**src/cfq_pkg.sv**
```systemverilog
// Shared types and constants for the circular FIFO queue unit.
// Depends on nothing; cfq_if, cfq_front, cfq_back and the top use scoped names, the testbench imports it.
package cfq_pkg;

    // Default ring capacity, in words
    localparam int DEPTH_DEF = 8;

    // Word width of stored and returned values
    localparam int WORD_W = 32;

    // Entries in the command queue between front and back
    localparam int CMDQ_DEPTH = 2;
    localparam int CMDQ_IDX_W = (CMDQ_DEPTH > 1) ? $clog2(CMDQ_DEPTH) : 1;
    localparam int CMDQ_CNT_W = $clog2(CMDQ_DEPTH + 1);

    // Request operation codes
    typedef enum logic [1:0] {
        OP_INSERT = 2'd0,
        OP_REMOVE = 2'd1,
        OP_LIST   = 2'd2,
        OP_NONE   = 2'd3
    } op_t;

    // Result status codes
    typedef enum logic [1:0] {
        ST_OK       = 2'd0,
        ST_OVERFLOW = 2'd1,
        ST_EMPTY    = 2'd2,
        ST_RSVD     = 2'd3
    } status_t;

    // Back-end sequencer states
    typedef enum logic {
        BK_IDLE = 1'b0,
        BK_DATA = 1'b1
    } bk_state_t;

    // Command handed from the front to the back
    typedef struct packed {
        logic                     valid;
        op_t                      op;
        logic signed [WORD_W-1:0] value;
    } cmd_t;

endpackage

```
**src/cfq_if.sv**
```systemverilog
// Valid/ready channel interfaces for requests and results.
// Depends on cfq_pkg for the word width.
interface cfq_in_if;
    logic                              valid;
    logic                              ready;
    logic [1:0]                        func;
    logic signed [cfq_pkg::WORD_W-1:0] value;

    modport source (output valid, output func, output value, input ready);
    modport sink   (input valid, input func, input value, output ready);
endinterface

interface cfq_out_if;
    logic                              valid;
    logic                              ready;
    logic [1:0]                        status;
    logic signed [cfq_pkg::WORD_W-1:0] data;
    logic                              last;

    modport source (output valid, output status, output data, output last, input ready);
    modport sink   (input valid, input status, input data, input last, output ready);
endinterface

```
**src/cfq_ram.sv**
```systemverilog
// Generic single-port-write, single-port-read RAM with registered read data.
// Standalone; no package dependency.
module cfq_ram #(
    parameter int WIDTH = 32,
    parameter int DEPTH = 8
) (
    input  logic                     clk,
    input  logic                     we,
    input  logic [$clog2(DEPTH)-1:0] waddr,
    input  logic [WIDTH-1:0]         wdata,
    input  logic                     re,
    input  logic [$clog2(DEPTH)-1:0] raddr,
    output logic [WIDTH-1:0]         rdata
);

    logic [WIDTH-1:0] mem [DEPTH];
    logic [WIDTH-1:0] rdata_reg;

    // Write port
    always_ff @(posedge clk)
    begin
        if (we)
        begin
            mem[waddr] <= wdata;
        end
    end

    // Registered read port; data holds while re is low
    always_ff @(posedge clk)
    begin
        if (re)
        begin
            rdata_reg <= mem[raddr];
        end
    end

    assign rdata = rdata_reg;

endmodule

```
**src/cfq_front.sv**
```systemverilog
// Request front end: accepts requests, drops unused codes, queues commands.
// Depends on cfq_pkg and cfq_in_if.
module cfq_front (
    input  logic          clk,
    input  logic          rst_n,
    cfq_in_if.sink        req,
    output cfq_pkg::cmd_t cmd,
    input  logic          cmd_pop
);

    cfq_pkg::cmd_t                      q_reg [cfq_pkg::CMDQ_DEPTH];
    logic [cfq_pkg::CMDQ_IDX_W-1:0]     wr_ptr_reg, wr_ptr_next;
    logic [cfq_pkg::CMDQ_IDX_W-1:0]     rd_ptr_reg, rd_ptr_next;
    logic [cfq_pkg::CMDQ_CNT_W-1:0]     count_reg, count_next;
    logic                               accept;
    logic                               push;
    logic                               pop;
    cfq_pkg::op_t                       op_in;

    localparam logic [cfq_pkg::CMDQ_CNT_W-1:0] FULL_CNT =
        cfq_pkg::CMDQ_CNT_W'(cfq_pkg::CMDQ_DEPTH);
    localparam logic [cfq_pkg::CMDQ_IDX_W-1:0] LAST_IDX =
        cfq_pkg::CMDQ_IDX_W'(cfq_pkg::CMDQ_DEPTH - 1);

    // Classify: the unused code is accepted and dropped
    assign op_in     = cfq_pkg::op_t'(req.func);
    assign req.ready = (count_reg != FULL_CNT);
    assign accept    = req.valid && req.ready;
    assign push      = accept && (op_in != cfq_pkg::OP_NONE);
    assign pop       = cmd_pop && (count_reg != '0);

    // Head of queue toward the back end
    always_comb
    begin
        cmd       = q_reg[rd_ptr_reg];
        cmd.valid = (count_reg != '0);
    end

    // Pointer and fill count update
    always_comb
    begin
        wr_ptr_next = wr_ptr_reg;
        rd_ptr_next = rd_ptr_reg;
        count_next  = count_reg;
        if (push)
        begin
            wr_ptr_next = (wr_ptr_reg == LAST_IDX) ? '0 : wr_ptr_reg + 1'b1;
        end
        if (pop)
        begin
            rd_ptr_next = (rd_ptr_reg == LAST_IDX) ? '0 : rd_ptr_reg + 1'b1;
        end
        if (push && !pop)
        begin
            count_next = count_reg + 1'b1;
        end
        else if (pop && !push)
        begin
            count_next = count_reg - 1'b1;
        end
    end

    always_ff @(posedge clk or negedge rst_n)
    begin
        if (!rst_n)
        begin
            wr_ptr_reg <= '0;
            rd_ptr_reg <= '0;
            count_reg  <= '0;
        end
        else
        begin
            wr_ptr_reg <= wr_ptr_next;
            rd_ptr_reg <= rd_ptr_next;
            count_reg  <= count_next;
        end
    end

    // Queue storage, no reset needed
    always_ff @(posedge clk)
    begin
        if (push)
        begin
            q_reg[wr_ptr_reg].valid <= 1'b1;
            q_reg[wr_ptr_reg].op    <= op_in;
            q_reg[wr_ptr_reg].value <= req.value;
        end
    end

endmodule

```
**src/cfq_back.sv**
```systemverilog
// Back end: owns head/tail/empty, drives the slot RAM and the result register.
// Depends on cfq_pkg, cfq_out_if and cfq_ram.
module cfq_back #(
    parameter int DEPTH = cfq_pkg::DEPTH_DEF
) (
    input  logic          clk,
    input  logic          rst_n,
    input  cfq_pkg::cmd_t cmd,
    output logic          cmd_pop,
    cfq_out_if.source     rsp
);

    localparam int AW = $clog2(DEPTH);
    localparam logic [AW-1:0] LAST_SLOT = AW'(DEPTH - 1);

    cfq_pkg::bk_state_t             state_reg, state_next;
    logic [AW-1:0]                  head_reg, head_next;
    logic [AW-1:0]                  tail_reg, tail_next;
    logic                           empty_reg, empty_next;
    logic [AW-1:0]                  ptr_reg, ptr_next;
    cfq_pkg::op_t                   op_reg, op_next;
    logic                           out_valid_reg, out_valid_next;
    cfq_pkg::status_t               out_status_reg, out_status_next;
    logic [cfq_pkg::WORD_W-1:0]     out_data_reg, out_data_next;
    logic                           out_last_reg, out_last_next;

    logic                           can_load;
    logic                           load;
    logic                           we;
    logic [AW-1:0]                  waddr;
    logic                           re;
    logic [AW-1:0]                  raddr;
    logic [cfq_pkg::WORD_W-1:0]     rdata;
    logic [AW-1:0]                  tail_inc;
    logic [AW-1:0]                  head_inc;
    logic [AW-1:0]                  ptr_inc;
    logic                           start_read;
    logic                           data_done;

    assign tail_inc = (tail_reg == LAST_SLOT) ? '0 : tail_reg + 1'b1;
    assign head_inc = (head_reg == LAST_SLOT) ? '0 : head_reg + 1'b1;
    assign ptr_inc  = (ptr_reg == LAST_SLOT) ? '0 : ptr_reg + 1'b1;

    // Result register is free or drains this cycle
    assign can_load = !out_valid_reg || rsp.ready;

    // A remove or list on a non-empty ring needs a RAM read
    assign start_read = (state_reg == cfq_pkg::BK_IDLE) && cmd.valid && can_load
                        && !empty_reg
                        && (cmd.op == cfq_pkg::OP_REMOVE || cmd.op == cfq_pkg::OP_LIST);
    // Final word of a remove or list goes out
    assign data_done  = (state_reg == cfq_pkg::BK_DATA) && can_load
                        && (op_reg == cfq_pkg::OP_REMOVE || ptr_reg == tail_reg);

    // Next state
    always_comb
    begin
        state_next = state_reg;
        unique case (state_reg)
            cfq_pkg::BK_IDLE:
            begin
                if (start_read)
                begin
                    state_next = cfq_pkg::BK_DATA;
                end
            end
            cfq_pkg::BK_DATA:
            begin
                if (data_done)
                begin
                    state_next = cfq_pkg::BK_IDLE;
                end
            end
        endcase
    end

    // Datapath and outputs
    always_comb
    begin
        head_next       = head_reg;
        tail_next       = tail_reg;
        empty_next      = empty_reg;
        ptr_next        = ptr_reg;
        op_next         = op_reg;
        out_status_next = out_status_reg;
        out_data_next   = out_data_reg;
        out_last_next   = out_last_reg;
        load            = 1'b0;
        cmd_pop         = 1'b0;
        we              = 1'b0;
        waddr           = tail_inc;
        re              = 1'b0;
        raddr           = head_reg;

        unique case (state_reg)
            cfq_pkg::BK_IDLE:
            begin
                if (cmd.valid && can_load)
                begin
                    cmd_pop = 1'b1;
                    unique case (cmd.op)
                        cfq_pkg::OP_INSERT:
                        begin
                            load            = 1'b1;
                            out_status_next = cfq_pkg::ST_OK;
                            out_data_next   = '0;
                            out_last_next   = 1'b1;
                            if (empty_reg)
                            begin
                                we         = 1'b1;
                                waddr      = '0;
                                head_next  = '0;
                                tail_next  = '0;
                                empty_next = 1'b0;
                            end
                            else if (tail_inc == head_reg)
                            begin
                                out_status_next = cfq_pkg::ST_OVERFLOW;
                            end
                            else
                            begin
                                we        = 1'b1;
                                tail_next = tail_inc;
                            end
                        end
                        cfq_pkg::OP_REMOVE, cfq_pkg::OP_LIST:
                        begin
                            if (empty_reg)
                            begin
                                load            = 1'b1;
                                out_status_next = cfq_pkg::ST_EMPTY;
                                out_data_next   = '0;
                                out_last_next   = 1'b1;
                            end
                            else
                            begin
                                re       = 1'b1;
                                raddr    = head_reg;
                                ptr_next = head_reg;
                                op_next  = cmd.op;
                            end
                        end
                        default:
                        begin
                            // unused code never queued; pop it silently
                        end
                    endcase
                end
            end
            cfq_pkg::BK_DATA:
            begin
                if (can_load)
                begin
                    load            = 1'b1;
                    out_status_next = cfq_pkg::ST_OK;
                    out_data_next   = rdata;
                    if (op_reg == cfq_pkg::OP_REMOVE)
                    begin
                        out_last_next = 1'b1;
                        if (head_reg == tail_reg)
                        begin
                            head_next  = '0;
                            tail_next  = '0;
                            empty_next = 1'b1;
                        end
                        else
                        begin
                            head_next = head_inc;
                        end
                    end
                    else
                    begin
                        out_last_next = (ptr_reg == tail_reg);
                        if (ptr_reg != tail_reg)
                        begin
                            // fetch the next listed word
                            re       = 1'b1;
                            raddr    = ptr_inc;
                            ptr_next = ptr_inc;
                        end
                    end
                end
            end
        endcase
    end

    // Result valid
    always_comb
    begin
        if (load)
        begin
            out_valid_next = 1'b1;
        end
        else if (rsp.ready)
        begin
            out_valid_next = 1'b0;
        end
        else
        begin
            out_valid_next = out_valid_reg;
        end
    end

    always_ff @(posedge clk or negedge rst_n)
    begin
        if (!rst_n)
        begin
            state_reg     <= cfq_pkg::BK_IDLE;
            head_reg      <= '0;
            tail_reg      <= '0;
            empty_reg     <= 1'b1;
            ptr_reg       <= '0;
            op_reg        <= cfq_pkg::OP_REMOVE;
            out_valid_reg <= 1'b0;
        end
        else
        begin
            state_reg     <= state_next;
            head_reg      <= head_next;
            tail_reg      <= tail_next;
            empty_reg     <= empty_next;
            ptr_reg       <= ptr_next;
            op_reg        <= op_next;
            out_valid_reg <= out_valid_next;
        end
    end

    // Result payload, no reset needed
    always_ff @(posedge clk)
    begin
        out_status_reg <= out_status_next;
        out_data_reg   <= out_data_next;
        out_last_reg   <= out_last_next;
    end

    assign rsp.valid  = out_valid_reg;
    assign rsp.status = out_status_reg;
    assign rsp.data   = out_data_reg;
    assign rsp.last   = out_last_reg;

    // Slot storage
    cfq_ram #(
        .WIDTH (cfq_pkg::WORD_W),
        .DEPTH (DEPTH)
    ) u_slots (
        .clk   (clk),
        .we    (we),
        .waddr (waddr),
        .wdata (cmd.value),
        .re    (re),
        .raddr (raddr),
        .rdata (rdata)
    );

endmodule

```
**src/circular_fifo_queue_unit.sv**
```systemverilog
// Top level of the circular FIFO queue unit: front end, command queue, back end.
// Depends on cfq_pkg, cfq_if, cfq_front, cfq_back and cfq_ram.
//
//   Channel | Dir | Handshake   | Payload
//   req     | in  | valid/ready | func[1:0], value[31:0] signed
//   rsp     | out | valid/ready | status[1:0], data[31:0] signed, last
//
// Insert, and remove or list on an empty ring, are answered from the idle state.
// Remove reads the slot RAM (registered read) in idle and answers in the data state;
// list gives n held words, one per cycle from the slot RAM read port unless rsp stalls.
// The front accepts a request per cycle until its two-entry command queue fills.
// rst_n is asynchronous: both queues empty, ring empty, head and tail at zero.
// A stalled rsp holds the result register and pauses the back end.
module circular_fifo_queue_unit #(
    parameter int DEPTH = cfq_pkg::DEPTH_DEF
) (
    input  logic       clk,
    input  logic       rst_n,
    cfq_in_if.sink     req,
    cfq_out_if.source  rsp
);

    cfq_pkg::cmd_t cmd;
    logic          cmd_pop;

    cfq_front u_front (
        .clk     (clk),
        .rst_n   (rst_n),
        .req     (req),
        .cmd     (cmd),
        .cmd_pop (cmd_pop)
    );

    cfq_back #(
        .DEPTH (DEPTH)
    ) u_back (
        .clk     (clk),
        .rst_n   (rst_n),
        .cmd     (cmd),
        .cmd_pop (cmd_pop),
        .rsp     (rsp)
    );

endmodule

```
**src/flat_wrapper.sv**
```systemverilog
// flat-port wrapper written by rule: the top's interface ports become plain ports
module circular_fifo_queue_unit_flat 
#(
    parameter int DEPTH = cfq_pkg::DEPTH_DEF
)
  (clk, rst_n, req_valid, req_func, req_value, req_ready, rsp_valid, rsp_status, rsp_data, rsp_last, rsp_ready);
  cfq_in_if req_i ();
  cfq_out_if rsp_i ();
  input  logic clk;
  input  logic rst_n;
  input wire logic [$bits(req_i.valid)-1:0] req_valid;
  input wire logic [$bits(req_i.func)-1:0] req_func;
  input wire logic [$bits(req_i.value)-1:0] req_value;
  output wire logic [$bits(req_i.ready)-1:0] req_ready;
  output wire logic [$bits(rsp_i.valid)-1:0] rsp_valid;
  output wire logic [$bits(rsp_i.status)-1:0] rsp_status;
  output wire logic [$bits(rsp_i.data)-1:0] rsp_data;
  output wire logic [$bits(rsp_i.last)-1:0] rsp_last;
  input wire logic [$bits(rsp_i.ready)-1:0] rsp_ready;
  assign req_i.valid = req_valid;
  assign req_i.func = req_func;
  assign req_i.value = req_value;
  assign req_ready = req_i.ready;
  assign rsp_valid = rsp_i.valid;
  assign rsp_status = rsp_i.status;
  assign rsp_data = rsp_i.data;
  assign rsp_last = rsp_i.last;
  assign rsp_i.ready = rsp_ready;
  circular_fifo_queue_unit #(.DEPTH(DEPTH)) u_core (.clk(clk), .rst_n(rst_n), .req(req_i), .rsp(rsp_i));
endmodule
```
**config.mk**
```make
export PLATFORM = sky130hd
export DESIGN_NAME = circular_fifo_queue_unit_flat
export DESIGN_NICKNAME = d
export VERILOG_FILES = /design/src/cfq_pkg.sv /design/src/cfq_if.sv /design/src/cfq_ram.sv /design/src/cfq_front.sv /design/src/cfq_back.sv /design/src/circular_fifo_queue_unit.sv /design/src/flat_wrapper.sv
export SDC_FILE = /design/constraint.sdc
export NUM_CORES = 1
export LEC_CHECK = 0
export BUFFER_PORTS_ARGS = -buffer_cell sky130_fd_sc_hd__buf_2
export CORE_ASPECT_RATIO = 0.5
export CORE_UTILIZATION = 40
export CTS_CLUSTER_SIZE = 28
export DETAILED_ROUTE_END_ITERATION = 12
export HOLD_SLACK_MARGIN = 0.15
export PLACE_DENSITY = 0.67
export SETUP_SLACK_MARGIN = 0.1
export SYNTH_ARGS = -nofsm -noshare
export SYNTH_HDL_FRONTEND = slang
export SYNTH_HIERARCHICAL = 1
export SYNTH_SLANG_ARGS = --single-unit
```
**constraint.sdc**
```tcl
create_clock -name clk -period 5.7 [get_ports clk]
set_input_delay 1.14 -clock clk [delete_from_list [all_inputs] [get_ports clk]]
set_output_delay 1.14 -clock clk [all_outputs]
set_load 0.01 [all_outputs]
```
==> results of run 1 <==
-- area by class of cell --
class / instances / share of cell area (%)
Clock buffer: 50 / 5.763
Clock inverter: 19 / 1.162
Inverter: 7 / 0.1444
Multi-Input combinational cell: 264 / 19.32
Sequential cell: 409 / 67.04
Tap cell: 530 / 3.645
Timing Repair Buffer: 94 / 2.930
-- worst max-delay path by stage --
stage                            startpoint                          endpoint  slack (ns)  depth (start not counted)
finish              u_core/u_back/state_reg   u_core/u_back/u_slots/rdata[21]        1.76                          6
detailed placement                rsp_ready   u_core/u_back/u_slots/mem[1][4]        1.31                          8
global route        u_core/u_back/state_reg   u_core/u_back/u_slots/rdata[23]        1.51                          6
floorplan                         rsp_ready   u_core/u_back/u_slots/mem[4][0]         1.0                          6
global placement                  rsp_ready  u_core/u_back/u_slots/mem[1][10]        1.42                          8
CTS                 u_core/u_back/state_reg   u_core/u_back/u_slots/rdata[21]        1.64                          6
-- power groups by stage --
stage               clock, mW  combinational, mW  sequential (mW)
floorplan                   0               2.33             4.46
global placement            0               3.01             4.48
detailed placement          0               3.11             4.50
CTS                      2.60               3.11             4.44
global route             2.70               3.30             4.48
finish                   2.54               3.05             4.42
-- cell families (layout without fill, tap and decap cells) --
| group | count (synthesis) | after routing | synth area share, % |
|---|---|---|---|
| AO/OA/AOI/OAI | 18 | 18 | 0.9770 |
| multiplexers | 143 | 143 | 16.30 |
| flip-flops | 409 | 409 | 76.78 |
| buffers and inverters | 35 | 170 | 1.654 |
| XOR/XNOR | 13 | 13 | 0.7169 |
| AND/OR/NAND/NOR | 81 | 81 | 2.868 |
| adder cells (fa/ha/maj) | 9 | 9 | 0.7090 |
-- per-layer routing --
metal  track usage [%]  share of wire [%]  routed length [um]  vias up
met5                 0              0.061                  17        -
met4             4.154                1.9                 530        2
met1             18.21                 43               12110     3617
met3             2.476                4.4                1242       40
met2             24.21                 50               14150      142
li1                  -                  -                   -     3123
-- synthesized netlist by cell type (5+ instances only) --
cell and instances:
edfxtp_1 391, mux2_2 48, mux4_1 40, and2_1 32, mux2_4 29, mux4_2 24, dfrtp_1 16, nor2_1 15
buf_6 9, ha_1 9, xor2_1 8, inv_1 7, nand2_1 7, nand2b_1 7, buf_2 6, nor3_1 6
xnor2_1 5
-- worst reg2reg max path, stage by stage, from the launching register on --
cell	delay, ns
dfrtp_2	0.98
o311ai_2	0.42
nor2_1	0.41
mux2_4	0.59
buf_12	0.37
mux4_1	0.65
mux2_2	0.28
==> impl_metrics.toml, run 1 <==
[place]
gp_congestion = 0.7549
portBuffers = 74
post-place-cells = 1304
dpl.hpwl_mm = 16.19
placed_area_um2 = 16930
dp_slack_ns = 1.311

[synthesis]
avgSynthCellArea_um2 = 22.43
yosys.area.top_type = "edfxtp_1"
synth_edf_count = 391
synth_top_area_share_pct = 73.92
synthCells = 708
synth_ff_type = "edfxtp_1"
yosys-top-cells-area = "edfxtp_1 74%, mux4_1 6.6%, mux2_2 3.4%, mux4_2 3.4%, mux2_4 2.7%"
synth-seq-cells = 409
async_flop_share_pct = 4.401
ys_types = 43
syn_area_um2 = 15880
seq_area_frac_synth_pct = 76.78
ys_warn_count = 6
synth_nets = 755

[power]
p_comb_share_pct = 30.5
power.density_nw_per_um2 = 550.2
power.total_mw = 10.01
p_int_mw = 7.117
p_seq_share_pct = 44.2
swShare_pct = 28.90
irDropWorstVdd_uv = 295.2
p_sw_mw = 2.893
power_frac_clock_pct = 25.4
leakagePower_nw = 6.175

[timing]
skew_ns = 0.02721
whs_ns = 0.4877
slew_headroom_pct = 24.58
worst_slew_pin_slew_ns = 1.131
post-route-period-util_pct = 69.15
slew_violations = 0
hold_viol = 0
tns_ns = 0
fmax_ghz = 0.2537
rsz0062_at_grt = "no"
finalSetupViolations = 0
setup_slack_ns = 1.759
fin_crit_ns = 3.941

[layout]
fillers = 3176
final_cell_mix = "391 x edfxtp_1, 74 x buf_2, 47 x mux2_2, 40 x clkbuf_16, 40 x mux4_1"
antenna_cells = 0
seq_area_um2 = 12200
fin_area_um2 = 18190
multiInputGateArea_um2 = 3515
layoutNonFillerInstCount = 1373
fin_nets = 862
drive_above_1_share_pct = 32.27
syn_to_final_growth_pct = 14.55
final_common_cell = "edfxtp_1"
final_core_util_pct = 46.66
largest_reg_flops = 256

[setup_path]
r2r-start = "u_core/u_back/state_reg"
setup.worst_path.class = "reg2reg"
rr_endpoint = "u_core/u_back/u_slots/rdata[21]"
crit_path_max_fanout = 49
reg2regPathDepth = 6
max_stage_delay_ns = 0.98
worst_ep_arrival_time_ns = 4.22
r2r_slack_ns = 1.76
crit_path_cell_trace = "o311ai_2 -> nor2_1 -> mux2_4 -> buf_12 -> mux4_1 -> mux2_2"
crit_buf_inv = 1
worstPathRequired_ns = 5.98
cp_slowest_cell = "dfrtp_2"
critPathCaptureType = "flip-flop"
worst_setup_path_start_kind = "flip-flop"
crit_family = "multiplexers"

[floorplan]
die_area_um2 = 40560
die_y_um = 142.9
rows = 51
die_w_um = 283.8
io_pins = 75
initial_core_util_pct = 40.74
core_um2 = 38990

[clock_tree]
cts.path.max_buffers = 3
cts_hold_buf = 0
clock_latency_ns = 0.54
cts_tree = "yes"
cts_buffers = 39
cts.sinks = 409
post_cts_resized = 0
postCtsSetupBuffers = 0
clk_pin_slew_worst_paths_ns = 0.06
htree_levels = 2
clock-root-buffer = "clkbuf_16"

[hold_path]
min_from = "u_core/u_front/count_reg[1]"
hold_path.class = "reg2reg"
hold_depth = 1
whs_endpoint = "u_core/u_front/count_reg[1]"

[run_status]
status = "complete, no violations"

[route]
num_vias = 6924
ant_nets = 0
wl_per_cell_um = 20.43
drtPass1Iterations = 5
drcViolationCount = 0
routed_wl_mm = 28.05
drt_iter0_markers = 336
viasPerCell = 5.043

[global_routing]
track_usage_pct = 13.99
grt_pass1_vias = 7201
grt_pass1_wl_mm = 43.05
antenna_found_initial = 1
grt_start_max_net_pins = 65
overflow = 0

[job]
max_cap_violations = 0
Power figures use the tool's default switching activity.
==> run 2: changes to the inputs <==
PLACE_DENSITY = 0.69   (was 0.67)
clock period = 3.5 ns   (was 5.7 ns; I/O delays follow)
==> impl_metrics.toml, run 2 (same netlist as run 1, synthesis figures left out) <==
[timing]
post-route-period-util_pct = 89.11
hold_viol = 0
rsz0062_at_grt = "no"
fin_crit_ns = 3.119
finalSetupViolations = 0
worst_slew_pin_slew_ns = 0.8571
skew_ns = 0.009771
slew_headroom_pct = 42.64
whs_ns = 0.3637
slew_violations = 0
tns_ns = 0
fmax_ghz = 0.3206

[floorplan]
rows = 51
initial_core_util_pct = 40.74
core_um2 = 38990
die_y_um = 142.9
die_area_um2 = 40560
die_w_um = 283.8
io_pins = 75

[route]
routed_wl_mm = 29.21
ant_nets = 0
drcViolationCount = 0
wl_per_cell_um = 20.99
viasPerCell = 5.029
num_vias = 7001
drt_iter0_markers = 445
drtPass1Iterations = 4

[clock_tree]
cts.sinks = 409
clk_pin_slew_worst_paths_ns = 0.06
postCtsSetupBuffers = 0
cts.path.max_buffers = 3
clock_latency_ns = 0.53
cts_buffers = 38
clock-root-buffer = "clkbuf_16"
htree_levels = 2
cts_tree = "yes"

[layout]
largest_reg_flops = 256
fillers = 3127
seq_area_um2 = 12200
final_cell_mix = "391 x edfxtp_1, 74 x buf_2, 47 x mux2_2, 40 x mux4_1, 39 x clkbuf_16"
fin_nets = 880
syn_to_final_growth_pct = 16.35
fin_area_um2 = 18480
final_core_util_pct = 47.40
drive_above_1_share_pct = 33.22
multiInputGateArea_um2 = 3527
final_common_cell = "edfxtp_1"

[global_routing]
antenna_found_initial = 1
track_usage_pct = 14.53
overflow = 0
grt_start_max_net_pins = 48
grt_pass1_wl_mm = 44.04
grt_pass1_vias = 7359

[setup_path]
worst_ep_arrival_time_ns = 3.33
worstPathRequired_ns = 3.71
worst_setup_path_start_kind = "flip-flop"
setup.worst_path.class = "reg2reg"
max_stage_delay_ns = 0.61
crit_path_cell_trace = "ha_1 -> ha_1 -> nand2b_1 -> xnor2_1 -> o211a_1 -> nand2b_1 -> nor3_4 -> buf_12"
cp_slowest_cell = "nor3_4"
r2r_slack_ns = 0.38
critPathCaptureType = "flip-flop"
crit_path_max_fanout = 22

[power]
power.density_nw_per_um2 = 895.0
leakagePower_nw = 6.278
irDropWorstVdd_uv = 435.5

[place]
gp_congestion = 0.7181
dpl.hpwl_mm = 17.61
placed_area_um2 = 17280
portBuffers = 74

[hold_path]
hold_path.class = "in2reg"

[job]
max_cap_violations = 0

[run_status]
status = "complete, no violations"
==> run 2: changes by cell type in the layout (fill, tap and decap cells not counted), moves of 2 or more <==
cell / delta
buf_4: +2
nor3_4: +2
clkbuf_1: +4
buf_12: +16
nor3_2: -2
==> run 2: per-layer routing <==
metal	wire length, um	vias to the layer above	GRT usage [%]
met5	0	-	0
met4	527	0	4.239
met3	1210	40	2.556
met2	14750	138	25.66
met1	12730	3666	18.48
li1	-	3157	-
==> run 2: path summary, 6_finish.rpt <==
path	end	start	depth (start not counted)
max reg2reg	u_core/u_back/u_slots/mem[0][25]	u_core/u_back/tail_reg[1]	8
min	u_core/u_front/q_reg[0][14]	req_value[14]	1
max in group asynchronous	u_core/u_back/state_reg	rst_n	2
min in group asynchronous	u_core/u_front/rd_ptr_reg	rst_n	2
max	u_core/u_back/u_slots/mem[0][25]	u_core/u_back/tail_reg[1]	8
min reg2reg	u_core/u_front/count_reg[1]	u_core/u_front/count_reg[1]	1
==> run 2: report_power, final <==
| group | switching [mW] | total (mW) | internal, mW |
|---|---|---|---|
| Sequential | 0.278 | 7.10 | 6.82 |
| Clock | 1.70 | 3.98 | 2.28 |
| Combinational | 2.84 | 5.45 | 2.61 |
| Total | 4.82 | 16.5 | 11.7 |
==> run 2: layout make-up <==
class                      count  share of cell area [%]
sequential                   409                   66.00
multi-input combinational    264                   19.09
clock buffer                  52                   5.545
timing repair buffer         113                   4.753
tap                          530                   3.589
clock inverter                16                  0.8667
inverter                       7                  0.1422
antenna                        1                 0.01354
==> run 2: worst max-delay path: cells and delay by family, from the launching register on <==
family                     cells  cell delay, ns
xor gates and xnor gates       1            0.39
AOI/OAI and AO/OA              1            0.21
DFF                            1            0.42
adders and majority gates      2            0.43
buffers and inverters          1            0.29
and+or+nand+nor                3            1.04
==> run 2: what timing repair did <==
item | 4_1_cts | 5_1_grt
endpoints found under the hold margin | 16 | 0
gates resized for setup | 0 | 0
hold buffers | 1 | 0
==> run 2: metrics by stage <==
step                      power, mW  setup slack [ns]  std cells
final                         16.54            0.3810       1392
after global routing          17.31            0.1643       1391
after CTS                     16.75            0.3584       1391
after detailed placement      12.75            0.4057       1322
after global placement        12.57            0.4258       1322
after floorplan               11.06           -0.1890        708
